--- config.mk ---
export PLATFORM = sky130hd
export DESIGN_NAME = modular_exponentiation_unit_flat
export DESIGN_NICKNAME = d
export VERILOG_FILES = /design/src/design/mexp_pkg.sv /design/src/design/mexp_if.sv /design/src/design/mexp_datapath.sv /design/src/design/mexp_controller.sv /design/src/design/modular_exponentiation_unit.sv /design/src/flat_wrapper.sv
export SDC_FILE = /design/constraint.sdc
export NUM_CORES = 1
export LEC_CHECK = 0
export BUFFER_PORTS_ARGS = -buffer_cell sky130_fd_sc_hd__buf_4
export CAP_MARGIN = 20
export CORE_MARGIN = 1.5
export CORE_UTILIZATION = 40
export CTS_CLUSTER_DIAMETER = 40
export DETAILED_ROUTE_END_ITERATION = 7
export PLACE_DENSITY = 0.63
export SKIP_LAST_GASP = 1
export SYNTH_ARGS = -nofsm -noshare
export SYNTH_HDL_FRONTEND = slang
export SYNTH_SLANG_ARGS = --single-unit
--- constraint.sdc ---
create_clock -name clock -period 15.4 [get_ports clock]
set_clock_uncertainty 0.15 [all_clocks]
set_input_delay 3.85 -clock clock [delete_from_list [all_inputs] [get_ports clock]]
set_output_delay 3.85 -clock clock [all_outputs]
set_load 0.01 [all_outputs]
--- src/design/mexp_pkg.sv ---
`timescale 1ns / 1ps

package mexp_pkg;

   localparam int OPERAND_BITS = 16;
   localparam int CNT_BITS     = $clog2(OPERAND_BITS);

   typedef logic [OPERAND_BITS-1:0] opnd_type;
   typedef logic [OPERAND_BITS:0]   mod_type;
   typedef logic [CNT_BITS-1:0]     cnt_type;

   localparam cnt_type BIT_TOP = cnt_type'(OPERAND_BITS - 1);

   typedef enum logic [0:0] {
      REG_EXPONENT = 1'b0,
      REG_MODULUS  = 1'b1
   } csr_index_type;

   typedef struct packed {
      logic    load;
      logic    step_reduce;
      logic    end_reduce;
      logic    step_mul;
      logic    commit;
      logic    out_load;
      cnt_type bit_idx;
   } dp_cmd_type;

   typedef struct packed {
      logic exp_zero;
   } dp_status_type;

   // one doubling and one addition, each followed by a conditional subtract
   function automatic opnd_type mod_step(input opnd_type acc, input opnd_type addend,
                                         input mod_type m);
      logic [OPERAND_BITS+1:0] t;
      logic [OPERAND_BITS+1:0] mm;
      mm = {1'b0, m};
      t  = {1'b0, acc, 1'b0};
      if (t >= mm) begin
         t = t - mm;
      end
      t = t + {2'b00, addend};
      if (t >= mm) begin
         t = t - mm;
      end
      return t[OPERAND_BITS-1:0];
   endfunction

endpackage

--- src/design/mexp_if.sv ---
`timescale 1ns / 1ps

interface mexp_req_if;
   logic                       valid;
   logic                       ready;
   logic [mexp_pkg::OPERAND_BITS-1:0] base_value;
   modport source (output valid, output base_value, input ready);
   modport sink   (input valid, input base_value, output ready);
endinterface

interface mexp_rsp_if;
   logic                       valid;
   logic                       ready;
   logic [mexp_pkg::OPERAND_BITS-1:0] power_result;
   modport source (output valid, output power_result, input ready);
   modport sink   (input valid, input power_result, output ready);
endinterface

interface mexp_csr_if;
   logic                       valid;
   logic                       ready;
   mexp_pkg::csr_index_type    index;
   logic [mexp_pkg::OPERAND_BITS-1:0] data;
   modport source (output valid, output index, output data, input ready);
   modport sink   (input valid, input index, input data, output ready);
endinterface

--- src/design/mexp_datapath.sv ---
`timescale 1ns / 1ps

module mexp_datapath (
   input  logic                              clock,
   input  logic                              reset,
   input  mexp_pkg::dp_cmd_type              cmd,
   output mexp_pkg::dp_status_type           status,
   input  logic [mexp_pkg::OPERAND_BITS-1:0] base_value,
   input  logic                              csr_write,
   input  mexp_pkg::csr_index_type           csr_index,
   input  logic [mexp_pkg::OPERAND_BITS-1:0] csr_data,
   output logic [mexp_pkg::OPERAND_BITS-1:0] power_result
);
   import mexp_pkg::*;

   opnd_type cfg_exp_ff;
   opnd_type cfg_mod_ff;
   opnd_type exp_ff;
   mod_type  mod_ff;
   opnd_type base_ff;
   opnd_type r_ff;
   opnd_type acc_r_ff;
   opnd_type acc_b_ff;
   opnd_type out_ff;

   opnd_type acc_r_cur;
   opnd_type acc_b_cur;
   opnd_type acc_r_in;
   opnd_type acc_b_in;
   logic     first;
   logic     base_bit;

   // accumulators start from zero on the first bit of each pass
   assign first     = (cmd.bit_idx == BIT_TOP);
   assign acc_r_cur = first ? '0 : acc_r_ff;
   assign acc_b_cur = first ? '0 : acc_b_ff;
   assign base_bit  = base_ff[cmd.bit_idx];

   always_comb begin
      if (cmd.step_reduce) begin
         acc_b_in = mod_step(acc_b_cur, opnd_type'(base_bit), mod_ff);
      end else begin
         acc_b_in = mod_step(acc_b_cur, base_bit ? base_ff : '0, mod_ff);
      end
      acc_r_in = mod_step(acc_r_cur, base_bit ? r_ff : '0, mod_ff);
   end

   assign status.exp_zero = (exp_ff == '0);
   assign power_result    = out_ff;

   always_ff @(posedge clock) begin
      if (reset) begin
         cfg_exp_ff <= opnd_type'(1);
         cfg_mod_ff <= '1;
      end else if (csr_write) begin
         case (csr_index)
            REG_EXPONENT: cfg_exp_ff <= csr_data;
            REG_MODULUS:  cfg_mod_ff <= csr_data;
            default:      cfg_exp_ff <= cfg_exp_ff;
         endcase
      end
   end

   always_ff @(posedge clock) begin
      if (cmd.load) begin
         base_ff <= base_value;
         exp_ff  <= cfg_exp_ff;
         r_ff    <= opnd_type'(1);
         // a modulus of zero stands for two to the operand width
         mod_ff  <= (cfg_mod_ff == '0) ? {1'b1, {OPERAND_BITS{1'b0}}} : {1'b0, cfg_mod_ff};
      end
      if (cmd.step_reduce || cmd.step_mul) begin
         acc_b_ff <= acc_b_in;
      end
      if (cmd.step_mul) begin
         acc_r_ff <= acc_r_in;
      end
      if (cmd.end_reduce) begin
         base_ff <= acc_b_in;
         r_ff    <= (mod_ff == mod_type'(1)) ? '0 : opnd_type'(1);
      end
      if (cmd.commit) begin
         if (exp_ff[0]) begin
            r_ff <= acc_r_in;
         end
         base_ff <= acc_b_in;
         exp_ff  <= exp_ff >> 1;
      end
      if (cmd.out_load) begin
         out_ff <= r_ff;
      end
   end

endmodule

--- src/design/mexp_controller.sv ---
`timescale 1ns / 1ps

module mexp_controller (
   input  logic                    clock,
   input  logic                    reset,
   input  logic                    req_valid,
   output logic                    req_ready,
   output logic                    rsp_valid,
   input  logic                    rsp_ready,
   input  mexp_pkg::dp_status_type status,
   output mexp_pkg::dp_cmd_type    cmd
);
   import mexp_pkg::*;

   typedef enum logic [1:0] {
      ST_IDLE,
      ST_REDUCE,
      ST_MUL,
      ST_FINISH
   } state_type;

   state_type state_ff;
   state_type state_in;
   cnt_type   cnt_ff;
   cnt_type   cnt_in;
   logic      out_valid_ff;
   logic      out_valid_in;

   assign req_ready = (state_ff == ST_IDLE);
   assign rsp_valid = out_valid_ff;

   always_comb begin
      cmd          = '0;
      cmd.bit_idx  = cnt_ff;
      state_in     = state_ff;
      cnt_in       = cnt_ff;
      out_valid_in = out_valid_ff && !rsp_ready;
      case (state_ff)
         ST_IDLE: begin
            if (req_valid) begin
               cmd.load = 1'b1;
               state_in = ST_REDUCE;
               cnt_in   = BIT_TOP;
            end
         end
         ST_REDUCE: begin
            // zero exponent answers 1 without any reduction
            if (cnt_ff == BIT_TOP && status.exp_zero) begin
               state_in = ST_FINISH;
            end else begin
               cmd.step_reduce = 1'b1;
               if (cnt_ff == '0) begin
                  cmd.end_reduce = 1'b1;
                  state_in       = ST_MUL;
                  cnt_in         = BIT_TOP;
               end else begin
                  cnt_in = cnt_ff - cnt_type'(1);
               end
            end
         end
         ST_MUL: begin
            // stop once no set exponent bit remains
            if (cnt_ff == BIT_TOP && status.exp_zero) begin
               state_in = ST_FINISH;
            end else begin
               cmd.step_mul = 1'b1;
               if (cnt_ff == '0) begin
                  cmd.commit = 1'b1;
                  cnt_in     = BIT_TOP;
               end else begin
                  cnt_in = cnt_ff - cnt_type'(1);
               end
            end
         end
         ST_FINISH: begin
            if (!out_valid_ff || rsp_ready) begin
               cmd.out_load = 1'b1;
               out_valid_in = 1'b1;
               state_in     = ST_IDLE;
            end
         end
         default: begin
            state_in = ST_IDLE;
         end
      endcase
   end

   always_ff @(posedge clock) begin
      if (reset) begin
         state_ff     <= ST_IDLE;
         cnt_ff       <= '0;
         out_valid_ff <= 1'b0;
      end else begin
         state_ff     <= state_in;
         cnt_ff       <= cnt_in;
         out_valid_ff <= out_valid_in;
      end
   end

   a_accept_starts: assert property (@(posedge clock) disable iff (reset)
      req_valid && req_ready |=> state_ff == ST_REDUCE && cnt_ff == BIT_TOP)
      else $error("accepted item did not start reduction");

   a_reduce_to_mul: assert property (@(posedge clock) disable iff (reset)
      state_ff == ST_REDUCE && cnt_ff == '0 |=> state_ff == ST_MUL && cnt_ff == BIT_TOP)
      else $error("reduction pass did not hand over to multiply");

   a_finish_delivers: assert property (@(posedge clock) disable iff (reset)
      state_ff == ST_FINISH && (!out_valid_ff || rsp_ready) |=>
         out_valid_ff && state_ff == ST_IDLE)
      else $error("finished item not moved to output register");

   a_finish_waits: assert property (@(posedge clock) disable iff (reset)
      state_ff == ST_FINISH && out_valid_ff && !rsp_ready |=> state_ff == ST_FINISH)
      else $error("finished item dropped while output held");

endmodule

--- src/design/modular_exponentiation_unit.sv ---
`timescale 1ns / 1ps

// Modular exponentiation: power_result = base_value ^ exponent mod modulus.
// Channels: req carries one base_value per item, rsp returns one power_result
// per item, csr writes the exponent (index 0) and modulus (index 1). The csr
// channel is always ready; the user must write it only while no item is in
// flight, and the block itself does not enforce this. Each item is processed
// on its own: one modular step unit first reduces the base, one bit of the
// operand per cycle, then two such units do the square and the optional
// multiply of each exponent bit in parallel at the same rate. Work stops
// after the highest set exponent bit. The next item is accepted in the cycle
// after the result enters the output register, so a stalled receiver holds
// one finished result while the next item is computed; that item then waits
// until the output register drains.
// Reset clears the controller and sets exponent to 1 and modulus to all ones.

module modular_exponentiation_unit (
   input logic        clock,
   input logic        reset,
   mexp_req_if.sink   req,
   mexp_rsp_if.source rsp,
   mexp_csr_if.sink   csr
);
   import mexp_pkg::*;

   dp_cmd_type    cmd;
   dp_status_type status;

   assign csr.ready = 1'b1;

   mexp_controller u_ctrl (
      .clock     (clock),
      .reset     (reset),
      .req_valid (req.valid),
      .req_ready (req.ready),
      .rsp_valid (rsp.valid),
      .rsp_ready (rsp.ready),
      .status    (status),
      .cmd       (cmd)
   );

   mexp_datapath u_dp (
      .clock        (clock),
      .reset        (reset),
      .cmd          (cmd),
      .status       (status),
      .base_value   (req.base_value),
      .csr_write    (csr.valid && csr.ready),
      .csr_index    (csr.index),
      .csr_data     (csr.data),
      .power_result (rsp.power_result)
   );

endmodule
--- src/flat_wrapper.sv ---
// flat-port wrapper written by rule: the top's interface ports become plain ports
module modular_exponentiation_unit_flat import mexp_pkg::*;
  (clock, reset, req_valid, req_base_value, req_ready, rsp_valid, rsp_power_result, rsp_ready, csr_valid, csr_index, csr_data, csr_ready);
  mexp_req_if req_i ();
  mexp_rsp_if rsp_i ();
  mexp_csr_if csr_i ();
  input logic clock;
  input logic reset;
  input wire logic [$bits(req_i.valid)-1:0] req_valid;
  input wire logic [$bits(req_i.base_value)-1:0] req_base_value;
  output wire logic [$bits(req_i.ready)-1:0] req_ready;
  output wire logic [$bits(rsp_i.valid)-1:0] rsp_valid;
  output wire logic [$bits(rsp_i.power_result)-1:0] rsp_power_result;
  input wire logic [$bits(rsp_i.ready)-1:0] rsp_ready;
  input wire logic [$bits(csr_i.valid)-1:0] csr_valid;
  input wire logic [$bits(csr_i.index)-1:0] csr_index;
  input wire logic [$bits(csr_i.data)-1:0] csr_data;
  output wire logic [$bits(csr_i.ready)-1:0] csr_ready;
  assign req_i.valid = req_valid;
  assign req_i.base_value = req_base_value;
  assign req_ready = req_i.ready;
  assign rsp_valid = rsp_i.valid;
  assign rsp_power_result = rsp_i.power_result;
  assign rsp_i.ready = rsp_ready;
  assign csr_i.valid = csr_valid;
  assign csr_i.index = csr_index;
  assign csr_i.data = csr_data;
  assign csr_ready = csr_i.ready;
  modular_exponentiation_unit u_core (.clock(clock), .reset(reset), .req(req_i), .rsp(rsp_i), .csr(csr_i));
endmodule
==> impl_metrics.tcl, run 1 <==
set metrics [dict create \
    synth_fp_nets 1678 \
    critPathKind "flip-flop to flip-flop" \
    crit_top_cell "ha_1" \
    multi_input_area_um2 8750 \
    tightest_slew_ps 1080 \
    final_cells 1983 \
    layout-drive-gt1-share_pct 12.3 \
    path_clk_slew_ps 80 \
    cts_setup_buffers 0 \
    max_stage_delay_ps 590 \
    routed_wl_um 40300 \
    critical_path_arrival_ps 9340 \
    place_ws_ps 6260 \
    cp-startpoint "u_core.u_ctrl.cnt_ff[0]" \
    cp_slowest_cell "or4_4" \
    ctsHoldBuffers 0 \
    synth_cell_type_count 86 \
    core-area_um2 32600 \
    grt_pass1_vias 10552 \
    nets 1697 \
    die_area_um2 34400 \
    htree_levels 4 \
    max_clock_freq_mhz 108 \
    setup_viol 0 \
    std_cell_rows 66 \
    antenna_found_initial 0 \
    yosys_warnings 0 \
    synth-edff-count 96 \
    fin_ws_ps 6120 \
    die_w_um 185 \
    drv_cap 0 \
    first_pass_iters 5 \
    status "finished clean" \
    finalHoldViolations 0 \
    worstSkewPairLatency_ps 450 \
    crit_buf_inv 1 \
    num_vias 11635 \
    grt_pass1_wl_um 61000 \
    portBuffers 55 \
    syn_inst 1509 \
    dieHeight_um 185 \
    routed_via_density 5.87 \
    crit_family "simple AND/OR/NAND/NOR gates" \
    endpoint_kind "flip-flop" \
    io_pins 57 \
    rsz0062_at_grt "false" \
    fin_setup_tns_ps 0 \
    ys_ff_latch 152 \
    layout_commonest_cell "nand2_1" \
    ff_latch_area_um2 4000 \
    clock-sinks 152 \
    wl_per_cell_um 20.3 \
    r2r-start "u_core.u_ctrl.cnt_ff[0]" \
    slew_viol_final 0 \
    fin_crit_sh_pct 60.3 \
    hpwl_um 30500 \
    required_ps 15460 \
    cp_max_fo 37 \
    synth-async-reset-ratio_pct 0 \
    dp_cells 1951 \
    syn_area_um2 13300 \
    start_util_pct 40.8 \
    synth_ff_type "edfxtp_1" \
    root_buffer "clkbuf_16" \
    hp-class "flip-flop to flip-flop" \
    syn_to_final_growth_pct 10.8 \
    grt_start_max_net_pins 40 \
    ys_seq_area_share_pct 30.1 \
    overflow 0 \
    antennaDiodeCount 0 \
    cts_made_buffers 17 \
    final_util_pct 45.2 \
    drt_first_iter_violations 968 \
    start_kind "flip-flop" \
    final_antenna_net_count 0 \
    slew_headroom_pct 28.1 \
    worstHoldStart "u_core.u_dp.r_ff[5]" \
    avgSynthCellArea_um2 8.83 \
    fin_crit_ps 9280 \
    cts_tree "done" \
    post_cts_resized 0 \
    grt_usage_pct 23.5 \
    drcViolationCount 0 \
    cts.path.max_buffers 2 \
    layout_common_cells "nand2_1, ha_1, nor2_1, edfxtp_1, a21oi_1" \
    place_congestion 0.959 \
    fillers 3201 \
]
## cells by family after synthesis
logic type | share of synthesized area [%]
xor gates and xnor gates | 6.44
other | 0.0281
adders and majority gates | 12.7
and+or+nand+nor | 19.4
buffers and inverters | 4.35
muxes | 6.27
AOI/OAI and AO/OA | 20.8
DFF | 30.1
## metal layers
metal | wire (um) | part of all wire [%] | GRT usage, % | vias up
met2 | 18000 | 45 | 37.0 | 401
met1 | 18200 | 45 | 31.7 | 5565
met4 | 1600 | 4.0 | 10.0 | 0
li1 | - | - | - | 5591
met5 | 0 | 0 | 0 | -
met3 | 2470 | 6.1 | 3.85 | 78
## final timing paths
check,endpoint,slack [ps],depth (start not counted)
setup / recovery,u_core.u_dp.base_ff[15],6120,31
setup reg to reg,u_core.u_dp.base_ff[15],6120,31
hold reg to reg,u_core.u_dp.power_result[5],300,0
hold / removal,u_core.u_dp.power_result[5],300,0
## stage by stage
stage / cell area (um2) / hold WS, ps
after floorplan: 13300 / 272
after detailed placement: 14100 / 282
after global placement: 14100 / 286
final: 14800 / 303
after CTS: 14800 / 300
after global routing: 14800 / 318
## state kept, by name, indices dropped and copies added, names as in the netlist
signal and count:
u_core.u_dp.r_ff 16, u_core.u_dp.base_ff 16, u_core.u_dp.cfg_exp_ff 16, u_core.u_ctrl.state_ff 2, u_core.u_ctrl.rsp_valid 1, u_core.u_dp.acc_r_ff 16, u_core.u_ctrl.cnt_ff 4, u_core.u_dp.mod_ff 17
u_core.u_dp.exp_ff 16, u_core.u_dp.cfg_mod_ff 16, u_core.u_dp.acc_b_ff 16, u_core.u_dp.power_result 16
## worst reg2reg max path: cells and delay by family (launching register included)
family,cells,cell delay (ps)
buffers and inverters,1,280
XOR/XNOR,1,110
flip-flops,1,560
multiplexers,3,1370
AO/OA/AOI/OAI,8,1920
adder cells (fa/ha/maj),4,1420
AND/OR/NAND/NOR,14,3250
## cell type report
| class | instances | area share [%] |
|---|---|---|
| inverters | 81 | 2.06 |
| repair buffers | 67 | 3.46 |
| multi-input cells | 1209 | 59.3 |
| clock buffers | 17 | 2.88 |
| flip-flops and latches | 152 | 27.1 |
| well taps | 442 | 3.75 |
| clock inverters | 15 | 1.43 |
## cell usage after synthesis (all sizes together) (7+ instances only)
library cell | instances | share of area [%]
a211oi | 16 | 0.94
nand4 | 18 | 0.94
o31ai | 12 | 0.68
o21bai | 12 | 0.76
buf | 11 | 0.49
mux2 | 44 | 3.8
a31oi | 18 | 0.96
nand2 | 140 | 3.9
nor4 | 20 | 1.1
fa | 7 | 1.1
inv | 81 | 2.3
a32o | 15 | 1.1
edfxtp | 96 | 22
mux2i | 22 | 1.7
nor3 | 32 | 1.2
o21ai | 90 | 3.4
dfxtp | 56 | 8.4
xnor2 | 65 | 4.3
and2 | 67 | 3.1
o31a | 7 | 0.46
nand3b | 7 | 0.39
clkbuf | 56 | 1.6
or2 | 7 | 0.33
a221oi | 7 | 0.55
nor2b | 24 | 1.1
and3 | 30 | 1.4
a21boi | 7 | 0.39
o211ai | 11 | 0.66
xor2 | 33 | 2.2
nand3 | 30 | 1.1
a211o | 18 | 1.2
a21o | 40 | 2.3
a31o | 7 | 0.46
a21oi | 92 | 3.5
o21a | 13 | 0.73
nand2b | 14 | 0.66
nor2 | 98 | 2.9
ha | 124 | 12
Power of run 1 is left out: the tool's default activity adds up to more than one toggle a clock period on the data nets, which glitch-free logic cannot reach.
==> inputs of run 2 (changes only) <==
Settings changed: PLACE_DENSITY 0.63 to 0.65.
Clock period 15.4 ns to 7.5 ns, I/O delays scaled along.
==> run 2 against run 1 <==
  * Non-clock buffer count is 149 higher
  * Register-to-register slack worse by 6100 ps
  * Worst hold slack worse by 4.5 ps
  * Wire length is 6.1% higher
  * Clock-buffer cell count did not move
  * Via count grew 6.2%
  * Utilization is 5.9 points higher
  * First-iteration DRC count grew 16%
  * Highest routed layer unchanged
  * Critical endpoint is now u_core.u_dp.base_ff[7]
==> impl_metrics.tcl, run 2 (synthesis results as in run 1) <==
set metrics [dict create \
    required_ps 7540 \
    slew_viol_final 0 \
    largest_reg_flops 17 \
    grt_pass1_vias 11538 \
    drcViolationCount 0 \
    num_vias 12361 \
    cp_max_fo 9 \
    dieHeight_um 185 \
    finalInstanceArea_um2 16700 \
    worstSkewPairLatency_ps 440 \
    tightest_slew_ps 1060 \
    endpoint_kind "flip-flop" \
    layout-drive-gt1-share_pct 25.4 \
    cts_made_buffers 17 \
    placedInstanceArea_um2 15100 \
    std_cell_rows 66 \
    core-area_um2 32600 \
    antenna_found_initial 1 \
    top_register "u_core.u_dp.mod_ff" \
    met2_usage_pct 39.5 \
    slew_headroom_pct 29.1 \
    grt_pass1_wl_um 63400 \
    first_pass_iters 8 \
    rr_worst_depth 36 \
    io_pins 57 \
    cts_tree "done" \
    root_buffer "clkbuf_16" \
    routed_via_density 5.79 \
    hpwl_um 32400 \
    grtUsageMet1_pct 31.8 \
    antennaDiodeCount 0 \
    drt_first_iter_violations 1123 \
    max_stage_delay_ps 540 \
    hp-class "flip-flop to flip-flop" \
    r2r_end "u_core.u_dp.base_ff[7]" \
    status "finished clean" \
    start_kind "flip-flop" \
    layout_commonest_cell "buf_4" \
    busiest_layer "met2" \
    nets 1848 \
    drv_cap 0 \
    htree_levels 4 \
    clock-sinks 152 \
    rsz0062_at_grt "true" \
    layout_common_cells "buf_4, nand2_1, ha_1" \
    overflow 0 \
    final_antenna_net_count 0 \
    die_area_um2 34400 \
    wl_per_cell_um 20.0 \
    critPathKind "flip-flop to flip-flop" \
    worstHoldStart "u_core.u_dp.r_ff[4]" \
    syn_to_final_growth_pct 25.2 \
    ctsHoldBuffers 0 \
    fin_crit_ps 7440 \
    routed_wl_um 42700 \
    grt_start_max_net_pins 40 \
    cts.path.max_buffers 2 \
    max_clock_freq_mhz 134 \
    rrSetupSlack_ps 60 \
    finalHoldViolations 0 \
    hold_path_depth 0 \
    setup_viol 0 \
    start_util_pct 40.8 \
    hold_end "u_core.u_dp.power_result[4]" \
    die_w_um 185 \
    use_met3_pct 3.83 \
    portBuffers 55 \
    r2r-start "u_core.u_ctrl.cnt_ff[1]" \
    fin_crit_sh_pct 99.2 \
    critical_path_arrival_ps 7480 \
    crit_top_cell "and2_4" \
    path_clk_slew_ps 80 \
    place_congestion 0.951 \
    cp_slowest_cell "or4_4" \
    fillers 3068 \
    grt_usage_pct 24.4 \
]
## run 2: cell types whose count changed in the layout (fill, tap and decap cells not counted), moves of 6 or more
cell / before / now
a21oi_2: 1 / 11
a21oi_1: 91 / 81
o21ai_1: 4 / 13
buf_6: 0 / 6
and2_4: 0 / 8
mux2_2: 42 / 30
mux2_4: 2 / 14
ha_1: 124 / 107
buf_4: 66 / 202
and2_1: 67 / 59
o21ai_0: 84 / 69
nor2_1: 96 / 90
ha_4: 0 / 15
## run 2: worst max path at each step
stage | startpoint | end | slack, ps | depth (start not counted)
6_report | u_core.u_ctrl.cnt_ff[1] | u_core.u_dp.base_ff[7] | 60 | 36
4_1_cts | u_core.u_ctrl.cnt_ff[0] | u_core.u_dp.base_ff[7] | 8 | 36
3_3_place_gp | u_core.u_ctrl.cnt_ff[1] | u_core.u_dp.r_ff[13] | -190 | 35
2_1_floorplan | u_core.u_ctrl.cnt_ff[1] | u_core.u_dp.base_ff[9] | -9 | 39
5_1_grt | u_core.u_ctrl.cnt_ff[1] | u_core.u_dp.base_ff[7] | -330 | 36
3_5_place_dp | u_core.u_ctrl.cnt_ff[0] | u_core.u_dp.base_ff[6] | -310 | 35
## run 2: repair_timing
action	CTS	global route
gates resized for setup	26	119
gates cloned	2	4
endpoints found under the setup margin	57	64
pin swaps	4	64
setup buffers	2	22
## run 2: final cells by class
cell class / count / area (um2) / share of cell area (%)
multi-input combinational: 1211 / 9420 / 56.5
sequential: 152 / 4010 / 24.0
timing repair buffer: 216 / 1750 / 10.5
clock buffer: 17 / 425 / 2.55
clock inverter: 15 / 214 / 1.28
inverter: 81 / 304 / 1.82
tap: 442 / 553 / 3.32
## run 2: metal layers
layer | share of wire, % | routed length [um]
met1 | 43 | 18400
met2 | 47 | 20000
met3 | 6.7 | 2870
met4 | 3.5 | 1490
met5 | 0 | 0
## run 2: through the flow
stage | setup TNS (ps) | hold slack, ps | util (%) | setup slack, ps | std cells
floorplan | -9.21 | 272 | - | -9.21 | 1509
CTS | 0 | 298 | 48.7 | 7.77 | 2107
global placement | -3770 | 286 | 46.2 | -191 | 2071
detailed placement | -6230 | 285 | 46.2 | -307 | 2071
finish | 0 | 298 | 51.1 | 60.6 | 2134
global route | -5370 | 317 | 51.1 | -326 | 2134
## run 2: worst max-delay path, delay by kind of cell (launching register included)
kind / cells / cell delay [ps]
compound gates: 13 / 1760
xor+xnor: 2 / 270
fa+ha+maj: 4 / 1000
buf+inv: 2 / 360
flops: 1 / 360
mux: 2 / 430
simple gates: 13 / 2870
Power of run 2 is left out for the same reason.
